## config.mk

```make
export PLATFORM = sky130hd
export DESIGN_NAME = hbpf_ctrl
export DESIGN_NICKNAME = d
export VERILOG_FILES = /design/src/rtl/core/hbpf_pkg.sv /design/src/rtl/core/hbpf_ctrl.sv
export SDC_FILE = /design/constraint.sdc
export NUM_CORES = 1
export LEC_CHECK = 0
export ABC_CLOCK_PERIOD_IN_PS = 6130
export BUFFER_PORTS_ARGS = -buffer_cell sky130_fd_sc_hd__buf_4
export CELL_PAD_IN_SITES_DETAIL_PLACEMENT = 0
export CELL_PAD_IN_SITES_GLOBAL_PLACEMENT = 1
export CORE_MARGIN = 2
export CORE_UTILIZATION = 35
export DETAILED_ROUTE_END_ITERATION = 8
export PLACE_DENSITY = 0.79
export SLEW_MARGIN = 5
export SYNTH_ARGS = -nofsm -noshare
export SYNTH_HDL_FRONTEND = slang
export SYNTH_SLANG_ARGS = --single-unit
```

## constraint.sdc

```tcl
create_clock -name aclk -period 6.13 [get_ports aclk]
set_input_delay 0.9195 -clock aclk [delete_from_list [all_inputs] [get_ports aclk]]
set_output_delay 0.9195 -clock aclk [all_outputs]
set_load 0.01 [all_outputs]
```

## src/rtl/core/hbpf_pkg.sv

```systemverilog
`default_nettype none

package hbpf_pkg;

    localparam int FS_HZ = 256;
    localparam int LOW_HZ = 80;
    localparam int HIGH_HZ = 128;

    localparam logic [63:0] Q30_ONE = 64'd1073741824;
    localparam logic [63:0] Q30_HALF = 64'd536870912;
    localparam logic [63:0] PI_Q30 = 64'd3373259426;
    localparam logic [63:0] HALF_PI_Q30 = 64'd1686629713;
    localparam logic signed [63:0] WIN_A = 64'sd579820585;
    localparam logic signed [63:0] WIN_B = 64'sd493921239;
    localparam logic signed [63:0] CENTRE_TAP_Q30 =
        64'((((64'd2 * 64'(HIGH_HZ - LOW_HZ)) << 30) + 64'(FS_HZ / 2)) / 64'(FS_HZ));

    typedef struct packed {
        logic load;
        logic read;
        logic out_load;
    } cmd_t;

    typedef struct packed {
        logic last_tap;
        logic pipe_idle;
    } status_t;

    // Restoring division, used only while the coefficient table is elaborated.
    function automatic logic [63:0] udiv(input logic [63:0] num, input logic [63:0] den,
                                         input logic want_rem);
        logic [64:0] rem;
        logic [63:0] quo;
        rem = '0;
        quo = '0;
        for (int i = 63; i >= 0; i--) begin
            rem = {rem[63:0], num[i]};
            if (rem >= {1'b0, den}) begin
                rem = rem - {1'b0, den};
                quo[i] = 1'b1;
            end
        end
        return want_rem ? rem[63:0] : quo;
    endfunction

    function automatic logic signed [63:0] cos_quarter(input logic [63:0] rem,
                                                       input logic [63:0] den);
        logic [63:0] x;
        logic [63:0] x2;
        logic [63:0] term;
        logic [63:0] d;
        logic signed [63:0] sum;
        x = udiv(HALF_PI_Q30 * rem + (den >> 1), den, 1'b0);
        x2 = (x * x + Q30_HALF) >> 30;
        term = Q30_ONE;
        sum = $signed(Q30_ONE);
        for (int k = 1; k <= 12; k++) begin
            d = 64'(2 * k - 1) * 64'(2 * k);
            term = (term * x2 + Q30_HALF) >> 30;
            term = udiv(term + (d >> 1), d, 1'b0);
            if ((k % 2) == 1) begin
                sum = sum - $signed(term);
            end else begin
                sum = sum + $signed(term);
            end
        end
        return sum;
    endfunction

    function automatic logic signed [63:0] cos_turn(input logic signed [63:0] num,
                                                    input logic [63:0] den);
        logic [63:0] mag;
        logic [63:0] r;
        logic [63:0] t;
        logic [63:0] quad;
        logic [63:0] rem;
        logic signed [63:0] res;
        mag = (num < 0) ? 64'(-num) : 64'(num);
        r = udiv(mag, den, 1'b1);
        if ((num < 0) && (r != 64'd0)) begin
            r = den - r;
        end
        t = r << 2;
        quad = udiv(t, den, 1'b0);
        rem = udiv(t, den, 1'b1);
        unique case (quad[1:0])
            2'd0: res = cos_quarter(rem, den);
            2'd1: res = -cos_quarter(den - rem, den);
            2'd2: res = -cos_quarter(rem, den);
            default: res = cos_quarter(den - rem, den);
        endcase
        return res;
    endfunction

    function automatic logic signed [63:0] sin_tone(input logic signed [63:0] f,
                                                    input logic signed [63:0] n);
        return cos_turn(64'sd4 * f * n - 64'(FS_HZ), 64'(4 * FS_HZ));
    endfunction

    // Hamming-windowed band-pass tap, rounded and saturated to coef_bits bits.
    function automatic logic signed [63:0] coef_value(input int idx, input int taps,
                                                      input int coef_bits);
        logic signed [63:0] n;
        logic signed [63:0] h;
        logic signed [63:0] w;
        logic signed [63:0] c;
        logic signed [63:0] d;
        logic signed [63:0] cmax;
        logic [63:0] mag;
        logic [63:0] den;
        logic [63:0] q;
        int s;
        s = 61 - coef_bits;
        cmax = (64'sd1 <<< (coef_bits - 1)) - 64'sd1;
        n = 64'(idx) - 64'((taps - 1) / 2);
        if (n == 64'sd0) begin
            h = CENTRE_TAP_Q30;
        end else begin
            d = sin_tone(64'(HIGH_HZ), n) - sin_tone(64'(LOW_HZ), n);
            mag = ((d < 0) ? 64'(-d) : 64'(d)) << 30;
            den = PI_Q30 * ((n < 0) ? 64'(-n) : 64'(n));
            q = udiv(mag + (den >> 1), den, 1'b0);
            h = ((d < 0) != (n < 0)) ? -$signed(q) : $signed(q);
        end
        w = WIN_A - ((WIN_B * cos_turn(64'(idx), 64'(taps - 1)) + $signed(Q30_HALF)) >>> 30);
        c = (h * w + (64'sd1 <<< (s - 1))) >>> s;
        if (c > cmax) begin
            c = cmax;
        end
        if (c < -cmax - 64'sd1) begin
            c = -cmax - 64'sd1;
        end
        return c;
    endfunction

endpackage

`default_nettype wire

```

## src/rtl/core/hbpf_ctrl.sv

```systemverilog
`default_nettype none

module hbpf_ctrl #(
    parameter int TAPS = 401
) (
    input  wire logic             aclk,
    input  wire logic             aresetn,
    input  wire logic             s_valid,
    output logic                  s_ready,
    input  wire logic             s_record_start,
    output logic                  m_valid,
    input  wire logic             m_ready,
    output hbpf_pkg::cmd_t        cmd,
    input  wire hbpf_pkg::status_t status
);

    localparam int WARM_BITS = $clog2(TAPS + 2);

    typedef enum logic [3:0] {
        ST_IDLE  = 4'b0001,
        ST_RUN   = 4'b0010,
        ST_DRAIN = 4'b0100,
        ST_DONE  = 4'b1000
    } state_t;

    state_t state_reg, state_next;
    logic [WARM_BITS-1:0] warm_reg, warm_next;
    logic [WARM_BITS-1:0] warm_base;
    logic m_valid_reg, m_valid_next;

    assign s_ready = (state_reg == ST_IDLE);
    assign m_valid = m_valid_reg;
    assign warm_base = s_record_start ? '0 : warm_reg;

    always_comb begin
        state_next = state_reg;
        warm_next = warm_reg;
        m_valid_next = m_valid_reg && !m_ready;
        cmd = '0;
        unique case (state_reg)
            ST_IDLE: begin
                if (s_valid) begin
                    cmd.load = 1'b1;
                    if (warm_base >= WARM_BITS'(TAPS)) begin
                        warm_next = WARM_BITS'(TAPS + 1);
                        state_next = ST_RUN;
                    end else begin
                        warm_next = warm_base + 1'b1;
                    end
                end
            end
            ST_RUN: begin
                cmd.read = 1'b1;
                if (status.last_tap) begin
                    state_next = ST_DRAIN;
                end
            end
            ST_DRAIN: begin
                if (status.pipe_idle) begin
                    state_next = ST_DONE;
                end
            end
            ST_DONE: begin
                if (!m_valid_reg || m_ready) begin
                    cmd.out_load = 1'b1;
                    m_valid_next = 1'b1;
                    state_next = ST_IDLE;
                end
            end
            default: begin
                state_next = ST_IDLE;
            end
        endcase
    end

    always_ff @(posedge aclk) begin
        if (!aresetn) begin
            state_reg <= ST_IDLE;
            warm_reg <= '0;
            m_valid_reg <= 1'b0;
        end else begin
            state_reg <= state_next;
            warm_reg <= warm_next;
            m_valid_reg <= m_valid_next;
        end
    end

endmodule

`default_nettype wire

```

== Word-level counts from Yosys, hierarchy flattened ==
Cells that the tools add are included.

* Add/subtract/negate cells: 1
* $lt $le $gt $ge: 1
* Equality and inequality tests: 9
* Mux-type cells: 15
* Reductions and logical operators: 6

{| class="wikitable"
|+ Operators by type and width
! kind !! count
|-
| $mux 4 || 5
|-
| $mux 9 || 2
|-
| $pmux 4 s4 || 1
|-
| $add 9x1->9 const B || 1
|-
| $ge 9x9->1 const B || 1
|-
| $ne 2x2->1 const B || 4
|-
| $mux 1 || 7
|-
| $reduce_and 5->1 || 1
|-
| $eq 4x1->1 const B || 1
|-
| $eq 4x2->1 const B || 1
|-
| $eq 4x3->1 const B || 1
|-
| $eq 4x4->1 const B || 1
|-
| $logic_not 1->1 || 2
|-
| $ne 2x1->1 const B || 1
|-
| $reduce_and 2->1 || 1
|-
| $logic_and 1x1->1 || 1
|-
| $logic_or 1x1->1 || 1
|}

* Flip-flop bits (word level): 14
* Bits of input ports: 7
* Output and inout bits: 5
* Word-level logic and storage cells: 35

== Logic depth before layout (Yosys ltp) ==
Gate-level depths: netlist of run 1.

* Depth after elaboration: 5
* Depth in mapped cells: 10
* Mapped depth without buffers: 9

== Least setup slack after synthesis of run 1 ==
No wires, ideal clock.

* Kind: input port to flip-flop
* Start point: in s_record_start
* End point: reg warm_reg[8]
* Setup time: 123 ps
* Arrival time: 2564 ps
* Required time: 6007 ps
* Setup slack: 3442 ps
* Stages on the path: 9
* Path buffers: 2
* Cell sequence: clkbuf_1 > nor2b_1 > ha_1 > or4_1 > nor4_2 > nor4_1 > buf_6 > a311oi_1 > nor3_1

* Word-level cells in the longest chain between the ends: 3
* Elaborated cells on any way between the ends: 4
* Classes of those cells: add/sub: 1; order compare: 1; mux: 2

{| class="wikitable"
|+ RTL lines
! item !! line !! RTL
|-
| start: declaration || hbpf_ctrl.sv:10 || <nowiki>input wire logic s_record_start,</nowiki>
|-
| $mux 9 (*) || hbpf_ctrl.sv:33 || <nowiki>assign warm_base = s_record_start ? '0 : warm_reg;</nowiki>
|-
| $add 9x1->9 / $ge 9x9->1 (equally long branches) || hbpf_ctrl.sv:48, hbpf_ctrl.sv:44 ||
|-
| $mux 9 (*) || hbpf_ctrl.sv:44 || <nowiki>if (warm_base >= WARM_BITS'(TAPS)) begin</nowiki>
|-
| end signal: assignment || hbpf_ctrl.sv:83 || <nowiki>warm_reg <= warm_next;</nowiki>
|-
| end: declaration || hbpf_ctrl.sv:27 || <nowiki>logic [WARM_BITS-1:0] warm_reg, warm_next;</nowiki>
|}

Every way passes the cells marked *; elsewhere a longest branch is shown, timed or not.
A chain may end at the register's enable or synchronous reset.

== Worst setup path in the final report of run 1 ==
* Start point: in s_record_start
* End point: reg warm_reg[5]

The elaborated chain is that of the path after synthesis.

==> results of run 1 <==
[where the power goes]
group          leakage (nW)  total, mW  internal (mW)  switching, mW
sequential            0.113     0.0935         0.0918        0.00171
clock                0.0138     0.0515         0.0227         0.0287
combinational         0.222     0.0153        0.00708        0.00826
total                 0.349      0.160          0.122         0.0387
[per-layer routing]
metal / routed length, µm / track usage [%]
met5: 0 / 0
met3: 70 / 3.39
met4: 19 / 5.56
met2: 859 / 22.2
met1: 994 / 22.9
[logic make-up (layout without fill, tap and decap cells)]
group           Yosys count  in the layout
simple gates             51             51
buf+inv                  11             21
flops                    14             14
xor+xnor                  1              1
compound gates           30             30
fa+ha+maj                 2              2
[layout make-up]
type / instances / area (µm²) / share of cell area, %
clock buffer: 3 / 22.5 / 2.31
sequential: 14 / 280 / 28.7
multi-input combinational: 84 / 526 / 53.8
tap: 28 / 35.0 / 3.59
timing repair buffer: 12 / 90.1 / 9.23
inverter: 6 / 22.5 / 2.31
[worst max-delay path: cells and delay by family]
family	cells	cell delay (ns)
buffers and inverters	2	0.43
adder cells (fa/ha/maj)	1	0.18
AND/OR/NAND/NOR	4	1.11
AO/OA/AOI/OAI	2	0.27
[cells in the mapped netlist (all sizes together)]
library cell / count / area, µm²
nor4: 5 / 43.8
xor2: 1 / 8.76
a31oi: 4 / 25.0
a311oi: 1 / 8.76
o31ai: 3 / 22.5
nor2b: 6 / 37.5
o21ai: 8 / 40.0
o21a: 3 / 22.5
a41oi: 2 / 17.5
nand2b: 1 / 6.26
a31o: 1 / 8.76
buf: 2 / 16.3
ha: 2 / 25.0
or4: 2 / 15.0
and2: 2 / 12.5
nand4b: 1 / 8.76
a21oi: 3 / 15.0
and4b: 1 / 10.0
nand3b: 1 / 7.51
dfxtp: 14 / 280
o22ai: 1 / 6.26
o211ai: 1 / 7.51
nor4b: 3 / 32.5
inv: 6 / 22.5
nand3: 3 / 15.0
clkbuf: 3 / 11.3
o22a: 1 / 8.76
a21boi: 2 / 15.0
nor3: 6 / 30.0
nor2: 8 / 30.0
nand2: 12 / 45.0
[layout by cell type, fill, tap and decap left out]
master	synthesis	final
a21boi_0	2	2
a21oi_1	3	3
a311oi_1	1	1
a31o_2	1	1
a31oi_1	4	4
a41oi_1	2	2
and2_1	2	2
and4b_1	1	1
buf_4	0	12
clkbuf_4	0	3
dfxtp_1	14	14
ha_1	2	2
inv_1	6	6
nand2_1	12	12
nand2b_1	1	1
nand3_1	3	3
nand3b_1	1	1
nand4b_1	1	1
nor2_1	8	8
nor2b_1	6	6
nor3_1	6	6
nor4_1	3	3
nor4_2	2	2
nor4b_1	2	2
nor4b_2	1	1
o211ai_1	1	1
o21a_1	3	3
o21ai_0	8	8
o22a_1	1	1
o22ai_1	1	1
o31ai_1	3	3
or4_1	2	2
xor2_1	1	1
[metrics by stage]
step           utilization [%]  power (mW)  std cells  hold WS [ns]
3_3_place_gp              42.3       0.111        144         0.492
2_1_floorplan                -       0.105        109         0.461
4_1_cts                   43.3       0.164        147         0.508
5_1_grt                   43.3       0.172        147         0.563
6_report                  43.3       0.160        147         0.515
3_5_place_dp              42.3       0.111        144         0.495
[path summary, 6_finish.rpt]
kind / startpoint / end / slack, ns / cells past startpoint
hold / removal: warm_reg[7] / warm_reg[7] / 0.52 / 2
setup / recovery: s_record_start / warm_reg[5] / 3.38 / 9
hold reg to reg: warm_reg[7] / warm_reg[7] / 0.52 / 2
setup reg to reg: warm_reg[0] / warm_reg[5] / 3.67 / 8
==> run summary, run 1 <==
Area grow syn2layout - 14.0%
Max Fclk - 364 MHz
Synth Area in Adders - 2.92%
RSZ-0062 raised after global routing - no
Setup Fix Bufs, Post-CTS - 0
Worst-margin pin slew - 0.882 ns
Worst hold path class - reg2reg
RD Place Congestion - 0.841
Most common cell type on the critical path - buf_4
Largest register FFs - 9
Initial DRT Pass Iterations - 4
CP required - 6.30 ns
ANT cells - 0
DRC - 0
Mux share of post-synthesis cell area - 0%
Final HPWL DP - 1380 µm
Pre-CTS setup slack - 3.13 ns
Setup crit end kind - flip-flop
Post-Synthesis Net Count - 118
Max-cap violations - 0
I/O pin count - 12
Post-CTS resize count - 0
Fraction of layout cells with a size suffix above 1 - 16.0%
Arr. time, crit path - 2.92 ns
Inserted Clock Buffers - 3
Starting Density - 38.0%
Initial antenna violation count - 0
XOR/XNOR Fraction of Synth Area - 1.02%
Critical path class - in2reg
Netlist cell types - 34
DRT iter0 DRCs - 30
Pin count of the biggest net entering global routing - 16
Worst setup margin - 3.38 ns
Synth warnings - 0
Antenna Violating Nets Remaining - 0
Die Ht - 53.5 µm
Vias post-DR - 812
LEAKAGE - 0.349 nW
Cts hold-fix bufs - 0
Peak VDD IR - 0.0985 mV
Rel. slew slack - 40.7%
CTS tree - yes
Register bit total from synthesis - 14
Worst skew pair latency - 0.28 ns
Die W - 53.5 µm
Mapped cell area - 856 µm²
Final WL - 1940 µm
Clk_skew - 0.0114 ns
PD cells - 164 nW/µm²
Setup violators final - 0
Final Max Tran Viols - 0
Num rows - 17
Vias in the first global route - 707
Port Buffer Count - 11
Total Die Area - 2860 µm²
GRT Total Usage - 15.7%
Crit share post-route - 44.9%
Slowest-stage cell, CP - nor4_1
Mapped Cells - 109
Clock buffer depth - 2
Avg WL per Cell - 13.2 µm
Crit path cell chain - buf_4 -> nor2b_1 -> ha_1 -> or4_1 -> nor4_2 -> nor4_1 -> buf_4 -> o21ai_0 -> o21a_1
Seq/Total Area, Yosys - 32.7%
# fillers - 246
TNS Setup - 0 ns
Clock Sinks - 14
Vias per cell - 5.52
Average size of a mapped cell - 7.85 µm²
Final net count - 130
Simple-gate portion of the synthesized area - 34.4%
CP max FO - 11
First-pass GRT wire length - 3200 µm
Status - finished clean
Setup crit start kind - input pin
CTS root buf - clkbuf_4
Clock transition at path regs - 0.09 ns
Final Cell Area - 976 µm²
Combinational family with the most area after synthesis - simple AND/OR/NAND/NOR gates
Post-DP Area - 953 µm²
Htree depth - 1
Compound-gate portion of the synthesized area - 23.1%
Hold Violations, Final - 0
Core Footprint - 2250 µm²
Global route total overflow - 0
Final Critical Period - 2.75 ns
CP max stage delay - 0.76 ns
(Power assumes the default switching activity.)
==> run 2, diff against run 1 <==
Settings changed: ABC_AREA from default to 1, ABC_CLOCK_PERIOD_IN_PS 6130 to 2850, PLACE_DENSITY 0.79 to 0.82.
Clock period 6.13 ns to 2.85 ns, I/O delays scaled along.
==> run 2 against run 1 <==
Compared with the run above:
- combinational power increased to 28 times the previous value
- critical path depth fell by 5
- core utilization decreased by 0.57 points
==> run summary, run 2 <==
Worst hold path class - in2reg
Largest register FFs - 9 (unchanged)
Core Footprint - 2450 µm² (+8.9%)
Num rows - 18 (+1)
Synth area leaders - dfxtp_1 (31%), nand2_1 (12%), nor2_1 (9.6%)
Avg WL per Cell - 10.5 µm (-20%)
Area grow syn2layout - 17.0%
Clock power frac - 16.9% (-15 points)
I/O pin count - 12 (unchanged)
First-pass GRT wire length - 3190 µm (-0.22%)
XOR/XNOR Fraction of Synth Area - 0% (-1.0 points)
Die Ht - 54.6 µm (+2.1%)
DRC - 0 (unchanged)
Starting Density - 36.5% (-1.5 points)
Setup crit start kind - flip-flop
ANT cells - 0 (unchanged)
GRT Total Usage - 15.0% (-0.67 points)
DRT iter0 DRCs - 23 (-23%)
Port Buffer Count - 11 (unchanged)
Average size of a mapped cell - 6.40 µm² (-19%)
Final HPWL DP - 1550 µm (+12%)
Clock Sinks - 14 (unchanged)
Final Critical Period - 1.66 ns
Mux share of post-synthesis cell area - 0% (unchanged)
Initial antenna violation count - 0 (unchanged)
Mapped cell area - 896 µm² (+4.7%)
Synth Area in Adders - 2.79% (-0.13 points)
TNS Setup - 0 ns (unchanged)
Status - finished clean
Combinational family with the most area after synthesis - simple AND/OR/NAND/NOR gates
Inserted Clock Buffers - 3 (unchanged)
Critical path class - reg2out
CTS root buf - clkbuf_4
CP max FO - 10 (-1)
Post-CTS resize count - 0 (unchanged)
RD Place Congestion - 0.797 (-5.3%)
Arr. time, crit path - 1.23 ns (-1.69 ns)
Cts hold-fix bufs - 0 (unchanged)
Global route total overflow - 0 (unchanged)
RSZ-0062 raised after global routing - no
Final WL - 1940 µm (-0.15%)
R2R Path Start - warm_reg[0]
Setup violators final - 0 (unchanged)
Simple-gate portion of the synthesized area - 40.2% (+5.9 points)
Peak VDD IR - 0.474 mV (+380%)
Rel. slew slack - 81.6% (+41 points)
Worst-margin pin slew - 0.275 ns (-0.607 ns)
Mapped Cells - 140 (+28%)
Post-Synthesis Net Count - 149 (+26%)
Final Cell Area - 1050 µm² (+7.4%)
Fraction of layout cells with a size suffix above 1 - 20.1% (+4.2 points)
Initial DRT Pass Iterations - 4 (unchanged)
Hold-critical path depth - 2 (unchanged)
End of the worst hold path - state_reg[0]
Vias per cell - 4.96 (-10%)
Asr flop ratio synth - 0% (unchanged)
Yosys top cell area share - 31.3% (-1.5 points)
Max Fclk - 602 MHz
Reg2Reg Depth - 9 (+1)
Worst skew pair latency - 0.29 ns (about the same)
Cell taking the most area after synthesis - dfxtp_1
Sequential share of power - 35.1% (-23 points)
Combinational Power Share - 48.1% (+39 points)
Total Die Area - 2980 µm² (+4.3%)
Clock transition at path regs - 0.08 ns (about the same)
Internal Power - 0.491 mW (+300%)
CP required - 2.42 ns (-3.88 ns)
Compound-gate portion of the synthesized area - 15.2% (-7.9 points)
Sw Ratio - 43.8% (+20 points)
Setup crit end kind - primary output
Netlist cell types - 22 (-35%)
CTS tree - yes
Register bit total from synthesis - 14 (unchanged)
Die W - 54.6 µm (+2.1%)
Count leader, synth - nand2_1
Hold Violations, Final - 0 (unchanged)
PD cells - 835 nW/µm² (+410%)
Leading cell type in the layout, fill and taps excluded - nand2_1
Final net count - 164 (+26%)
Htree depth - 1 (unchanged)
Psw - 0.384 mW (+890%)
Pin count of the biggest net entering global routing - 11 (-5)
Final Max Tran Viols - 0 (unchanged)
Worst Hold Launch - aresetn
Clk_skew - 0.00315 ns (-0.00830 ns)
Vias in the first global route - 813 (+15%)
Reg-to-Reg End - warm_reg[6]
Top FF cell, synth - dfxtp_1
Setup Fix Bufs, Post-CTS - 0 (unchanged)
Max-cap violations - 0 (unchanged)
Clock buffer depth - 2 (unchanged)
Post-synth EDFFs - 0 (unchanged)
Most frequent cells in the layout - nand2_1 (29), nor2_1 (23), inv_1 (20), dfxtp_1 (14), a21oi_1 (12)
Post-DP Area - 1010 µm² (+6.2%)
Worst R2R Setup Slack - 1.23 ns (-2.44 ns)
LEAKAGE - 0.462 nW (+32%)
Crit share post-route - 58.3%
Antenna Violating Nets Remaining - 0 (unchanged)
Vias post-DR - 912 (+12%)
Post-synth top cells - nand2_1 (29), nor2_1 (23), inv_1 (20), dfxtp_1 (14), a21oi_1 (12)
Seq/Total Area, Yosys - 31.3% (-1.5 points)
Synth warnings - 0 (unchanged)
-- run 2: changes by cell type after synthesis, sizes merged, moves of 6 or more --
cell | before | now
nand2 | 12 | 32
inv | 6 | 24
nor2 | 8 | 28
nand3 | 3 | 13
a21oi | 3 | 12
nor3 | 6 | 0
nor2b | 6 | 0
-- run 2: power groups by stage --
stage	clock, mW	sequential [mW]	combinational (mW)
detailed placement	0	0.311	0.425
floorplan	0	0.298	0.327
finish	0.147	0.307	0.421
global placement	0	0.311	0.421
global route	0.161	0.314	0.491
CTS	0.154	0.307	0.427
-- run 2: per-layer routing --
layer	global-route usage (%)	wire [µm]	vias to the layer above
met3	5.19	85	6
met2	27.0	959	18
met4	4.58	38	0
li1	-	-	473
met5	0	0	-
met1	16.4	857	415
-- run 2: worst max path at each step --
| stage | start | endpoint | depth (start not counted) |
|---|---|---|---|
| after floorplan | s_record_start | state_reg[2] | 11 |
| after global placement | s_record_start | state_reg[1] | 12 |
| after detailed placement | s_record_start | warm_reg[3] | 13 |
| after CTS | state_reg[2] | cmd[2] | 4 |
| after global routing | warm_reg[0] | state_reg[3] | 12 |
| final | state_reg[2] | cmd[2] | 4 |
-- run 2: cell type report --
type	instances	area (µm²)
Timing Repair Buffer	11	82.6
Tap cell	30	37.5
Sequential cell	14	280
Inverter	24	90.1
Multi-Input combinational cell	101	522
Fill cell	275	1410
Clock buffer	4	36.3
-- run 2: logic make-up (layout without fill, tap and decap cells) --
| kind of cell | Yosys count | after routing |
|---|---|---|
| buffers and inverters | 25 | 39 |
| adder cells (fa/ha/maj) | 2 | 2 |
| AO/OA/AOI/OAI | 24 | 24 |
| flip-flops | 14 | 14 |
| AND/OR/NAND/NOR | 75 | 75 |
-- run 2: critical path: stages, from the launching register on --
cell and delay, ns:
dfxtp_1 0.36, nor2_4 0.16, nand3_4 0.11, nor2_8 0.17, buf_4 0.15
-- run 2: per-stage QoR --
stage          std cells  hold WS, ns  utilization [%]  worst slack [ns]  total power [mW]
6_report             184        0.389             42.7              1.19             0.875
5_1_grt              184        0.415             42.7              1.04             0.965
4_1_cts              184        0.386             42.7              1.16             0.887
3_5_place_dp         180        0.459             41.2              1.08             0.736
3_3_place_gp         180        0.456             41.2              1.12             0.732
2_1_floorplan        140        0.444                -              1.38             0.625
==> run 3, diff against run 2 <==
Settings changed: ABC_CLOCK_PERIOD_IN_PS 2850 to 1500, PLACE_DENSITY 0.82 to 0.84.
Clock period 2.85 ns to 1.5 ns, I/O delays scaled along.
==> run 3 against run 2 <==
Compared with the run above:
- register-to-register slack got worse by 1.2 ns
- critical path type is now reg2reg
- first-iteration DRC count decreased by 17%
- clock skew up 0.0077 ns
- worst hold slack got worse by 0.20 ns
- power increased by 120%
==> run summary, run 3 (synthesis gave the netlist of run 2 again) <==
Total Die Area - 2980 µm² (unchanged)
Setup crit end kind - flip-flop
Htree depth - 1 (unchanged)
Reg2Reg Depth - 7 (-2)
Peak VDD IR - 1.15 mV (+140%)
Final WL - 2120 µm (+9.2%)
Sw Ratio - 44.6% (+0.79 points)
End of the worst hold path - state_reg[0]
Antenna Violating Nets Remaining - 0 (unchanged)
Hold-critical path depth - 2 (unchanged)
Inserted Clock Buffers - 3 (unchanged)
Port Buffer Count - 11 (unchanged)
CTS root buf - clkbuf_4
First-pass GRT wire length - 3490 µm (+9.3%)
Area grow syn2layout - 36.5%
Starting Density - 36.5% (unchanged)
Worst Hold Launch - aresetn
Final HPWL DP - 1580 µm (+1.9%)
Sequential share of power - 30.3% (-4.8 points)
Worst hold path class - in2reg
Combinational Power Share - 56.1% (+8.0 points)
Setup violators final - 0 (unchanged)
I/O pin count - 12 (unchanged)
Most frequent cells in the layout - nand2_1 (25), nor2_1 (21), buf_4 (18), inv_1 (15), dfxtp_1 (10)
Worst hold margin - 0.187 ns (-0.202 ns)
Worst skew pair latency - 0.28 ns (about the same)
Die W - 54.6 µm (unchanged)
CP max FO - 7 (-3)
Clock Sinks - 14 (unchanged)
Vias in the first global route - 894 (+10%)
LEAKAGE - 0.529 nW (+15%)
Fraction of layout cells with a size suffix above 1 - 39.5% (+19 points)
Core Footprint - 2450 µm² (unchanged)
Num rows - 18 (unchanged)
DRC - 0 (unchanged)
Global route total overflow - 0 (unchanged)
Hold Violations, Final - 0 (unchanged)
Largest register FFs - 9 (unchanged)
Final Critical Period - 1.45 ns
Leading cell type in the layout, fill and taps excluded - nand2_1
Rel. slew slack - 74.7% (-7.0 points)
GRT Total Usage - 16.0% (+1.0 points)
Die Ht - 54.6 µm (unchanged)
Clock power frac - 13.6% (-3.3 points)
RD Place Congestion - 0.802 (+0.67%)
Crit share post-route - 96.4%
CTS tree - yes
CP required - 1.66 ns (-0.76 ns)
Setup crit start - state_reg[2]
Clock buffer depth - 2 (unchanged)
R2R Path Start - state_reg[2]
Arr. time, crit path - 1.61 ns (+0.38 ns)
ANT cells - 0 (unchanged)
TNS Setup - 0 ns (unchanged)
Max Fclk - 691 MHz
Internal Power - 1.09 mW (+120%)
Final Max Tran Viols - 0 (unchanged)
Initial antenna violation count - 0 (unchanged)
Worst-margin pin slew - 0.379 ns (+0.104 ns)
Avg WL per Cell - 11.0 µm (+4.6%)
Cts hold-fix bufs - 0 (unchanged)
DRT iter0 DRCs - 19 (-17%)
Initial DRT Pass Iterations - 4 (unchanged)
Vias per cell - 5.03 (+1.4%)
Setup crit start kind - flip-flop
Final net count - 172 (+4.9%)
PD cells - 1610 nW/µm² (+93%)
Vias post-DR - 965 (+5.8%)
Reg-to-Reg End - warm_reg[0]
Psw - 0.878 mW (+130%)
Critical path class - reg2reg
Clock transition at path regs - 0.09 ns (about the same)
Core Util, Final - 49.8% (+7.1 points)
Pin count of the biggest net entering global routing - 11 (unchanged)
Max-cap violations - 0 (unchanged)
Worst R2R Setup Slack - 0.05 ns (-1.18 ns)
Total power - 1.97 mW (+120%)
Status - finished clean
Clk_skew - 0.0108 ns (+0.00768 ns)
-- run 3: cell count changes in the layout (fill, tap and decap cells not counted), moves of 4 or more --
cell     delta
a21oi_2     +4
nand2_1     -4
nand3_1     -4
inv_2       +4
buf_4       +7
inv_1       -5
dfxtp_2     +4
dfxtp_1     -4
nand2_4     +4
a21oi_1     -4
-- run 3: cell type report --
class                      count  area (µm²)
inverter                      24        92.6
clock buffer                   4        36.3
tap                           30        37.5
timing repair buffer          19         146
fill                         231        1230
sequential                    14         285
multi-input combinational    101         624
-- run 3: per-stage QoR --
step           instances  instance area (µm²)  worst slack (ns)
6_report             192                 1220            0.0538
3_3_place_gp         185                 1050           -0.0173
3_5_place_dp         185                 1050           -0.0299
2_1_floorplan        140                  896             0.107
5_1_grt              192                 1220           -0.0109
4_1_cts              189                 1090            0.0124
-- run 3: metal layers --
layer	track usage [%]	up-vias	part of all wire, %
li1	-	490	-
met1	16.8	430	40
met2	30.0	39	51
met3	4.37	6	7.2
met4	5.83	0	1.3
met5	0	-	0
-- run 3: repair_timing --
action	CTS	global route
setup buffers	0	3
setup endpoints to repair	3	15
hold endpoints to repair	0	0
resized for setup	1	36
pin swaps	0	12
-- run 3: worst max-delay path by stage --
stage | cells past startpoint | slack [ns] | to
after floorplan | 12 | 0.11 | state_reg[2]
after global placement | 12 | -0.02 | state_reg[2]
after detailed placement | 12 | -0.03 | state_reg[3]
after CTS | 13 | 0.01 | warm_reg[3]
after global routing | 8 | -0.01 | warm_reg[4]
final | 7 | 0.05 | warm_reg[0]
-- run 3: worst max-delay path, cell delays in order, from the launching register on --
cell	delay, ns
dfxtp_1	0.37
nor2_4	0.16
nand3_4	0.12
nor2_8	0.14
buf_4	0.17
inv_2	0.08
a22oi_1	0.22
nor2_1	0.07
-- run 3: power by group through the flow --
stage	clock network, mW	logic [mW]	registers (mW)
floorplan	0	0.621	0.566
global placement	0	0.851	0.577
detailed placement	0	0.865	0.580
CTS	0.278	0.871	0.571
global route	0.295	1.22	0.612
finish	0.268	1.10	0.595
